--- config.mk ---
export PLATFORM = sky130hd
export DESIGN_NAME = positional_ordered_list_unit
export DESIGN_NICKNAME = d
export VERILOG_FILES = /design/src/pol_pkg.sv /design/src/pol_cell.sv /design/src/positional_ordered_list_unit.sv
export VERILOG_INCLUDE_DIRS = /design/src /design/src/src
export SDC_FILE = /design/constraint.sdc
export NUM_CORES = 2
export LEC_CHECK = 0
export BUFFER_PORTS_ARGS = -buffer_cell sky130_fd_sc_hd__buf_2
export CORE_ASPECT_RATIO = 1.4
export CORE_MARGIN = 5
export CORE_UTILIZATION = 45
export DETAILED_ROUTE_END_ITERATION = 10
export PLACE_DENSITY = 0.7
export SLEW_MARGIN = 30
export SYNTH_ARGS = -nofsm -noshare
export SYNTH_HDL_FRONTEND = slang
export SYNTH_HIERARCHICAL = 1
export SYNTH_SLANG_ARGS = --single-unit
--- constraint.sdc ---
create_clock -name clk -period 6.81 [get_ports clk]
set_input_delay 0.3405 -clock clk [delete_from_list [all_inputs] [get_ports clk]]
set_output_delay 0.3405 -clock clk [all_outputs]
set_load 0.02 [all_outputs]
--- src/positional_ordered_list_unit_defines.svh ---
// Assertion helpers for the ordered list unit; empty in synthesis builds.
`ifndef POSITIONAL_ORDERED_LIST_UNIT_DEFINES_SVH
`define POSITIONAL_ORDERED_LIST_UNIT_DEFINES_SVH

`ifndef SYNTHESIS
`define POL_ASSERT_IMP(label, ante, cons, msg) \
  label: assert property (@(posedge clk) disable iff (!rst_n) (ante) |-> (cons)) \
    else $error(msg);
`define POL_ASSERT_NXT(label, ante, cons, msg) \
  label: assert property (@(posedge clk) disable iff (!rst_n) (ante) |=> (cons)) \
    else $error(msg);
`else
`define POL_ASSERT_IMP(label, ante, cons, msg)
`define POL_ASSERT_NXT(label, ante, cons, msg)
`endif

`endif

--- src/pol_pkg.sv ---
package pol_pkg;

  localparam int VAL_W   = 32;
  localparam int POS_W   = 8;
  localparam int REQ_W   = 3;
  localparam int ST_W    = 3;
  localparam int CNT_W   = 5;

  typedef enum logic [REQ_W-1:0] {
    REQ_INS_HEAD = 3'd0,
    REQ_INS_TAIL = 3'd1,
    REQ_INS_POS  = 3'd2,
    REQ_DEL_HEAD = 3'd3,
    REQ_DEL_TAIL = 3'd4,
    REQ_DEL_POS  = 3'd5,
    REQ_TRAVERSE = 3'd6
  } req_t;

  typedef enum logic [ST_W-1:0] {
    ST_OK     = 3'd0,
    ST_FULL   = 3'd1,
    ST_EMPTY  = 3'd2,
    ST_BADPOS = 3'd3,
    ST_RANGE  = 3'd4
  } status_t;

  // Operation broadcast to every cell of the chain
  typedef enum logic [1:0] {
    CELL_HOLD = 2'd0,
    CELL_INS  = 2'd1,
    CELL_DEL  = 2'd2,
    CELL_ROT  = 2'd3
  } cell_op_t;

  typedef struct packed {
    cell_op_t         op;
    logic [POS_W-1:0] idx;    // target slot; on rotate, the last occupied slot
    logic [VAL_W-1:0] value;  // value to insert
  } cell_cmd_t;

endpackage

--- src/pol_cell.sv ---
module pol_cell #(
  parameter int INDEX = 0
) (
  input  logic                     clk,
  input  pol_pkg::cell_cmd_t       cmd,
  input  logic [pol_pkg::VAL_W-1:0] left_val,
  input  logic [pol_pkg::VAL_W-1:0] right_val,
  input  logic [pol_pkg::VAL_W-1:0] head_val,
  output logic [pol_pkg::VAL_W-1:0] val,
  output logic [pol_pkg::VAL_W-1:0] tap
);
  import pol_pkg::*;

  localparam logic [POS_W-1:0] MY_IDX = POS_W'(INDEX);

  logic [VAL_W-1:0] val_r;
  logic [VAL_W-1:0] val_nxt;

  // Pick the next value from the neighbors
  always_comb begin
    val_nxt = val_r;
    case (cmd.op)
      CELL_INS: begin
        if (MY_IDX > cmd.idx) begin
          val_nxt = left_val;
        end else if (MY_IDX == cmd.idx) begin
          val_nxt = cmd.value;
        end
      end
      CELL_DEL: begin
        if (MY_IDX >= cmd.idx) begin
          val_nxt = right_val;
        end
      end
      CELL_ROT: begin
        if (MY_IDX == cmd.idx) begin
          val_nxt = head_val;
        end else begin
          val_nxt = right_val;
        end
      end
      default: val_nxt = val_r;
    endcase
  end

  always_ff @(posedge clk) begin
    val_r <= val_nxt;
  end

  assign val = val_r;
  // Offer the value when this cell is the one addressed
  assign tap = (MY_IDX == cmd.idx) ? val_r : '0;

endmodule

--- src/positional_ordered_list_unit.sv ---
// Bounded ordered list of signed 32-bit values held in a chain of CAPACITY cells.
// Input channel (in_*): one request per beat; in_tuser carries the request kind,
// in_tdata the value to insert and the 1-based position.
// Result channel (out_*): status, removed or traversed value and element count in
// out_tdata; out_tlast marks the final beat of a request.
// Insert and delete requests complete at the accepting edge: every cell shifts toward
// or away from the addressed slot at the same clock edge, and the single result is
// registered and shown the cycle after acceptance. A new request may be accepted each
// cycle while the output register is free or being drained.
// In a traversal the accepting edge only enters the traversal; then the chain rotates
// by one cell per cycle while the output register is free, the head cell feeding the
// output register at each rotation, and after N beats of an N-element list it is back
// in its original order.
// Requests are held off during a traversal.
// A stalled receiver freezes the output register, the chain and the traversal.
// Reset (rst_n low, synchronous) empties the list and drops any pending beat;
// the cell contents are not cleared, empty slots are never read.
module positional_ordered_list_unit #(
  parameter int CAPACITY = 16
) (
  input  logic        clk,
  input  logic        rst_n,
  input  logic        in_tvalid,
  output logic        in_tready,
  input  logic [39:0] in_tdata,   // [31:0] value_in, [39:32] position
  input  logic [2:0]  in_tuser,   // [2:0] req_type
  output logic        out_tvalid,
  input  logic        out_tready,
  output logic [39:0] out_tdata,  // [2:0] status, [34:3] value_out, [39:35] list_count
  output logic        out_tlast
);
  import pol_pkg::*;

  `include "positional_ordered_list_unit_defines.svh"

  localparam int LEN_W = $clog2(CAPACITY + 1);

  typedef enum logic {S_IDLE, S_TRAV} state_t;

  state_t            state_r, state_nxt;
  logic [LEN_W-1:0]  len_r, len_nxt;
  logic [LEN_W-1:0]  cnt_r, cnt_nxt;
  logic              out_valid_r, out_valid_nxt;
  logic [ST_W-1:0]   out_status_r, out_status_nxt;
  logic [VAL_W-1:0]  out_value_r, out_value_nxt;
  logic [CNT_W-1:0]  out_count_r, out_count_nxt;
  logic              out_last_r, out_last_nxt;

  cell_cmd_t         cmd;
  logic [VAL_W-1:0]  vals [CAPACITY];
  logic [VAL_W-1:0]  taps [CAPACITY];
  logic [VAL_W-1:0]  tap_or;

  logic              acc;
  logic              out_free;
  logic              trav_step;
  logic              full;
  logic [POS_W-1:0]  pos;
  logic [POS_W-1:0]  len8;

  assign out_free  = !out_valid_r || out_tready;
  assign in_tready = (state_r == S_IDLE) && out_free;
  assign acc       = in_tvalid && in_tready;
  assign trav_step = (state_r == S_TRAV) && out_free;
  assign full      = (len_r == LEN_W'(CAPACITY));
  assign pos       = in_tdata[39:32];
  assign len8      = POS_W'(len_r);

  // Chain of cells
  for (genvar i = 0; i < CAPACITY; i++) begin : g_cell
    logic [VAL_W-1:0] left_v;
    logic [VAL_W-1:0] right_v;
    if (i == 0) begin : g_first
      assign left_v = cmd.value;
    end else begin : g_mid
      assign left_v = vals[i-1];
    end
    if (i == CAPACITY - 1) begin : g_lastc
      assign right_v = vals[i];
    end else begin : g_inner
      assign right_v = vals[i+1];
    end
    pol_cell #(.INDEX(i)) u_cell (
      .clk       (clk),
      .cmd       (cmd),
      .left_val  (left_v),
      .right_val (right_v),
      .head_val  (vals[0]),
      .val       (vals[i]),
      .tap       (taps[i])
    );
  end

  // Collect the addressed cell's value
  always_comb begin
    tap_or = '0;
    for (int k = 0; k < CAPACITY; k++) begin
      tap_or = tap_or | taps[k];
    end
  end

  // Decode requests and step traversals
  always_comb begin
    cmd            = '{op: CELL_HOLD, idx: '0, value: in_tdata[31:0]};
    state_nxt      = state_r;
    len_nxt        = len_r;
    cnt_nxt        = cnt_r;
    out_valid_nxt  = out_valid_r && !out_tready;
    out_status_nxt = out_status_r;
    out_value_nxt  = out_value_r;
    out_count_nxt  = out_count_r;
    out_last_nxt   = out_last_r;
    if (acc) begin
      out_valid_nxt  = 1'b1;
      out_last_nxt   = 1'b1;
      out_value_nxt  = '0;
      out_status_nxt = ST_OK;
      case (req_t'(in_tuser))
        REQ_INS_HEAD: begin
          if (full) begin
            out_status_nxt = ST_FULL;
          end else begin
            cmd.op  = CELL_INS;
            cmd.idx = '0;
            len_nxt = len_r + LEN_W'(1);
          end
        end
        REQ_INS_TAIL: begin
          if (full) begin
            out_status_nxt = ST_FULL;
          end else begin
            cmd.op  = CELL_INS;
            cmd.idx = len8;
            len_nxt = len_r + LEN_W'(1);
          end
        end
        REQ_INS_POS: begin
          if (pos == '0) begin
            out_status_nxt = ST_BADPOS;
          end else if (full) begin
            out_status_nxt = ST_FULL;
          end else if ({1'b0, pos} > ({1'b0, len8} + 9'd1)) begin
            out_status_nxt = ST_RANGE;
          end else begin
            cmd.op  = CELL_INS;
            cmd.idx = pos - POS_W'(1);
            len_nxt = len_r + LEN_W'(1);
          end
        end
        REQ_DEL_HEAD: begin
          cmd.idx = '0;
          if (len_r == '0) begin
            out_status_nxt = ST_EMPTY;
          end else begin
            cmd.op        = CELL_DEL;
            out_value_nxt = tap_or;
            len_nxt       = len_r - LEN_W'(1);
          end
        end
        REQ_DEL_TAIL: begin
          cmd.idx = len8 - POS_W'(1);
          if (len_r == '0) begin
            out_status_nxt = ST_EMPTY;
          end else begin
            cmd.op        = CELL_DEL;
            out_value_nxt = tap_or;
            len_nxt       = len_r - LEN_W'(1);
          end
        end
        REQ_DEL_POS: begin
          cmd.idx = pos - POS_W'(1);
          if (len_r == '0) begin
            out_status_nxt = ST_EMPTY;
          end else if (pos == '0) begin
            out_status_nxt = ST_BADPOS;
          end else if (pos > len8) begin
            out_status_nxt = ST_RANGE;
          end else begin
            cmd.op        = CELL_DEL;
            out_value_nxt = tap_or;
            len_nxt       = len_r - LEN_W'(1);
          end
        end
        REQ_TRAVERSE: begin
          if (len_r == '0) begin
            out_status_nxt = ST_EMPTY;
          end else begin
            out_valid_nxt = 1'b0;
            state_nxt     = S_TRAV;
            cnt_nxt       = '0;
          end
        end
        default: out_status_nxt = ST_OK;
      endcase
      out_count_nxt = CNT_W'(len_nxt);
    end else if (trav_step) begin
      // Emit the head and rotate the occupied cells by one
      cmd.op         = CELL_ROT;
      cmd.idx        = len8 - POS_W'(1);
      out_valid_nxt  = 1'b1;
      out_status_nxt = ST_OK;
      out_value_nxt  = vals[0];
      out_count_nxt  = CNT_W'(len_r);
      out_last_nxt   = (cnt_r + LEN_W'(1)) == len_r;
      cnt_nxt        = cnt_r + LEN_W'(1);
      if ((cnt_r + LEN_W'(1)) == len_r) begin
        state_nxt = S_IDLE;
      end
    end
  end

  always_ff @(posedge clk) begin
    if (!rst_n) begin
      state_r     <= S_IDLE;
      len_r       <= '0;
      cnt_r       <= '0;
      out_valid_r <= 1'b0;
    end else begin
      state_r     <= state_nxt;
      len_r       <= len_nxt;
      cnt_r       <= cnt_nxt;
      out_valid_r <= out_valid_nxt;
    end
    out_status_r <= out_status_nxt;
    out_value_r  <= out_value_nxt;
    out_count_r  <= out_count_nxt;
    out_last_r   <= out_last_nxt;
  end

  assign out_tvalid = out_valid_r;
  assign out_tdata  = {out_count_r, out_value_r, out_status_r};
  assign out_tlast  = out_last_r;

  `POL_ASSERT_NXT(a_req_beat, acc && (in_tuser != REQ_TRAVERSE), out_valid_r, "request without result beat")
  `POL_ASSERT_IMP(a_nonlast_trav, out_valid_r && !out_last_r, state_r == S_TRAV, "non-final beat outside traversal")
  `POL_ASSERT_NXT(a_ins_grow, acc && (in_tuser == REQ_INS_HEAD) && !full, len_r == $past(len_r) + LEN_W'(1), "insert did not grow list")
  `POL_ASSERT_IMP(a_len_bound, state_r == S_TRAV, (len_r != '0) && (cnt_r < len_r), "traversal count out of range")

endmodule
==> impl_metrics.json <==
{
  "status": "complete, no violations",
  "cts_tree": "yes",
  "switching_share": 0.332,
  "start_kind": "flop",
  "arrival_ns": 6.47,
  "die_area_um2": 106000,
  "synth-edff-count": 552,
  "endpoint_kind": "flop",
  "post_cts_buffers": 0,
  "fin_ws_ns": 0.699,
  "clkPwrFrac": 0.331,
  "route.detailed.drc": 0,
  "preCtsSetupSlack_ns": 0.907,
  "drive_gt1_frac": 0.184,
  "area_growth_pct": 9.07,
  "tightest_slew_ns": 1.11,
  "combPwrFrac": 0.272,
  "relSlewSlack": 0.260,
  "grt_first_pass_wirelength_mm": 248,
  "reg2regPathDepth": 17,
  "synthCells": 4038,
  "synth_flop_cell": "edfxtp_1",
  "worst_r2r_endpoint": "g_cell[2].u_cell/val[24]$_DFFE_PP_",
  "grt_pass1_vias": 36800,
  "yosysSeqAreaShare": 0.377,
  "dp_hpwl_mm": 107,
  "syn-num-nets": 4102,
  "cts_buffers": 60,
  "antenna_found_initial": 15,
  "period_needed_ns": 6.11,
  "pwr-share-seq": 0.396,
  "min_period_over_period": 0.897,
  "ys_async_sr_fraction": 0,
  "wl_mm": 173,
  "num_vias": 37800,
  "core-area_um2": 98400,
  "yosysWarningCount": 6,
  "gp_congestion": 0.957,
  "setup.worst_path.class": "flop to flop",
  "maxCapViolCount": 0,
  "ir_drop_mv": 0.194,
  "syn_area_um2": 44600,
  "vias_per_cell": 7.10,
  "hold_slack_ns": 0.170,
  "cp_max_fo": 32,
  "p_int_mw": 7.61,
  "post-place-cells": 5203,
  "r2r_slack_ns": 0.70,
  "grt_max_degree": 124,
  "fmax_ghz": 0.164,
  "tns_ns": 0,
  "die_w_um": 276,
  "worstPathRequired_ns": 7.17,
  "worstSkewPairLatency_ns": 0.67,
  "final_core_util": 0.495,
  "hold_viol": 0,
  "drtPass1Iterations": 6,
  "critPathCapture": "g_cell[2].u_cell/val[24]$_DFFE_PP_",
  "setup_viol_count_final": 0,
  "clock_skew_ns": 0.0280,
  "overflow": 0,
  "nets": 4025,
  "drtAntennaViolNets": 0,
  "ios": 90,
  "rsz0062_at_grt": "false",
  "worst_hold_path_type": "input pin to flop",
  "power_switching_mw": 3.77,
  "grt_use_total": 0.307,
  "fin_cells": 5326,
  "clock_sinks": 565,
  "reg2reg_from": "len_r[1]$_SDFFE_PN0P_",
  "cts.path.max_buffers": 3,
  "ctsRootBufferMaster": "clkbuf_16",
  "report.final.slew_viol_count": 0,
  "power.density_nw_per_um2": 234,
  "mostFrequentLayoutCells": "1029 x mux2i_1, 552 x edfxtp_1, 335 x and3_1",
  "rows": 136,
  "io_buffers": 89,
  "start_util": 0.454,
  "startpoint": "len_r[1]$_SDFFE_PN0P_",
  "cts.htree.levels": 2,
  "ys_ff_latch": 565,
  "layout_commonest_cell": "mux2i_1",
  "p_leak_nw": 19.9,
  "clk_pin_slew_ns": 0.06,
  "synthDistinctLibCells": 103,
  "die_h_um": 383,
  "post_drt_wl_per_cell_um": 32.4,
  "synth.avg_cell_area_um2": 11.1,
  "drtIter0Drc": 5628
}
==> worst min path at each step <==
stage,startpoint,endpoint,depth (start not counted),slack [ns]
after floorplan,rst_n,cnt_r[0]$_SDFFE_PN0P_,1,0.47
after global placement,out_tlast$_SDFFE_PP1P_,out_tlast$_SDFFE_PP1P_,2,0.47
after detailed placement,out_tlast$_SDFFE_PP1P_,out_tlast$_SDFFE_PP1P_,2,0.46
after CTS,out_tready,out_tvalid$_SDFF_PN0_,4,0.13
after global routing,in_tuser[2],out_status_r[1]$_SDFFCE_PN0P_,2,0.22
final,out_tready,out_tvalid$_SDFF_PN0_,4,0.17
==> flip-flops by register name, indices dropped and copies added, names as in the netlist <==
name	cells
cnt_r	5
g_cell.u_cell/val	512
len_r	5
out_count_r	5
out_status_r	3
out_tlast	1
out_tvalid	1
out_value_r	32
state_r	1
==> layer usage <==
| metal | up-vias | share of wire | routed length, um | global-route usage |
|---|---|---|---|---|
| li1 | 15600 | - | - | - |
| met1 | 18500 | 0.36 | 62800 | 0.376 |
| met2 | 2913 | 0.46 | 78700 | 0.495 |
| met3 | 790 | 0.11 | 19400 | 0.0765 |
| met4 | 4 | 0.068 | 11800 | 0.173 |
| met5 | - | 0.00016 | 27 | 0 |
==> critical path: stages, from the launching register on <==
cell      delay [ns]
dfxtp_1         0.49
inv_1           0.15
ha_1            0.46
inv_1           0.08
ha_1            0.32
nor2b_1         0.15
o211ai_1        0.24
a21oi_4         0.12
a211oi_2        0.34
o21ai_2         0.32
o221ai_4        0.41
buf_4           0.31
nor4b_4         0.92
buf_4           0.57
nand3_4         0.10
buf_4           0.41
mux2i_1         0.27
mux2i_1         0.12
==> area by class of cell <==
class                           count  area [um2]
Fill cell                        8935       49700
Multi-Input combinational cell   2991       25500
Sequential cell                   565       16800
Timing Repair Buffer              260        2170
Tap cell                         1311        1640
Clock buffer                       74        1640
Clock inverter                     38         531
Inverter                           83         313
Antenna cell                        4        10.0
==> repair_timing <==
action / 4_1_cts / 5_1_grt
endpoints found under the hold margin: 2 / 0
hold buffers: 2 / 0
gates resized for setup: 0 / 0
==> power by group through the flow <==
stage	combinational, mW	clock, mW	sequential [mW]
final	3.10	3.77	4.51
after global routing	3.18	3.93	4.53
after CTS	2.97	3.80	4.50
after detailed placement	2.97	0	4.57
after global placement	2.90	0	4.57
after floorplan	2.09	0	4.49
==> logic make-up (layout without fill, tap and decap cells) <==
logic type	count (synthesis)	in the layout	share of synthesized area
other	0	4	0
XOR/XNOR	19	19	0.00373
multiplexers	1062	1062	0.242
buffers and inverters	482	455	0.0599
AO/OA/AOI/OAI	430	430	0.0914
AND/OR/NAND/NOR	1458	1458	0.220
flip-flops	565	565	0.377
adder cells (fa/ha/maj)	22	22	0.00589
==> cells in the mapped netlist, types with 14 or more instances <==
library cell  count  area, um2
o221ai_2         32        480
buf_6            53        597
buf_12           18        360
a311oi_2         30        450
a211oi_1         35        263
nor3b_1          33        248
nand2_1         103        387
a2bb2oi_1        31        272
a311oi_1         97        850
inv_1            76        285
edfxtp_1        552      16600
and4_1           33        289
buf_4            22        165
nand2b_1         99        619
nand3_1          53        265
o211ai_2         31        388
nor2_1          132        495
and2_2           33        248
and3_1          336       2100
nor4_1          166       1040
nor4b_2          26        390
mux2i_1        1029      10300
a221o_1          32        320
o21ai_0          27        135
mux2_4           31        465
nor4_2           60        751
a21oi_1          21        105
a22o_1           34        298
and2_1          136        851
ha_1             17        213
nor4_4           14        298
nand4_1          99        619
and3_2           20        150
buf_2            68        340
nor2b_1          43        269
clkbuf_1        227        852
==> per-stage QoR <==
step | instance area [um2] | power [mW]
2_1_floorplan | 44600 | 6.59
3_3_place_gp | 46400 | 7.47
3_5_place_dp | 46400 | 7.54
4_1_cts | 48600 | 11.3
5_1_grt | 48700 | 11.6
6_report | 48700 | 11.4
Note: power is estimated with default switching activity, not from simulation.
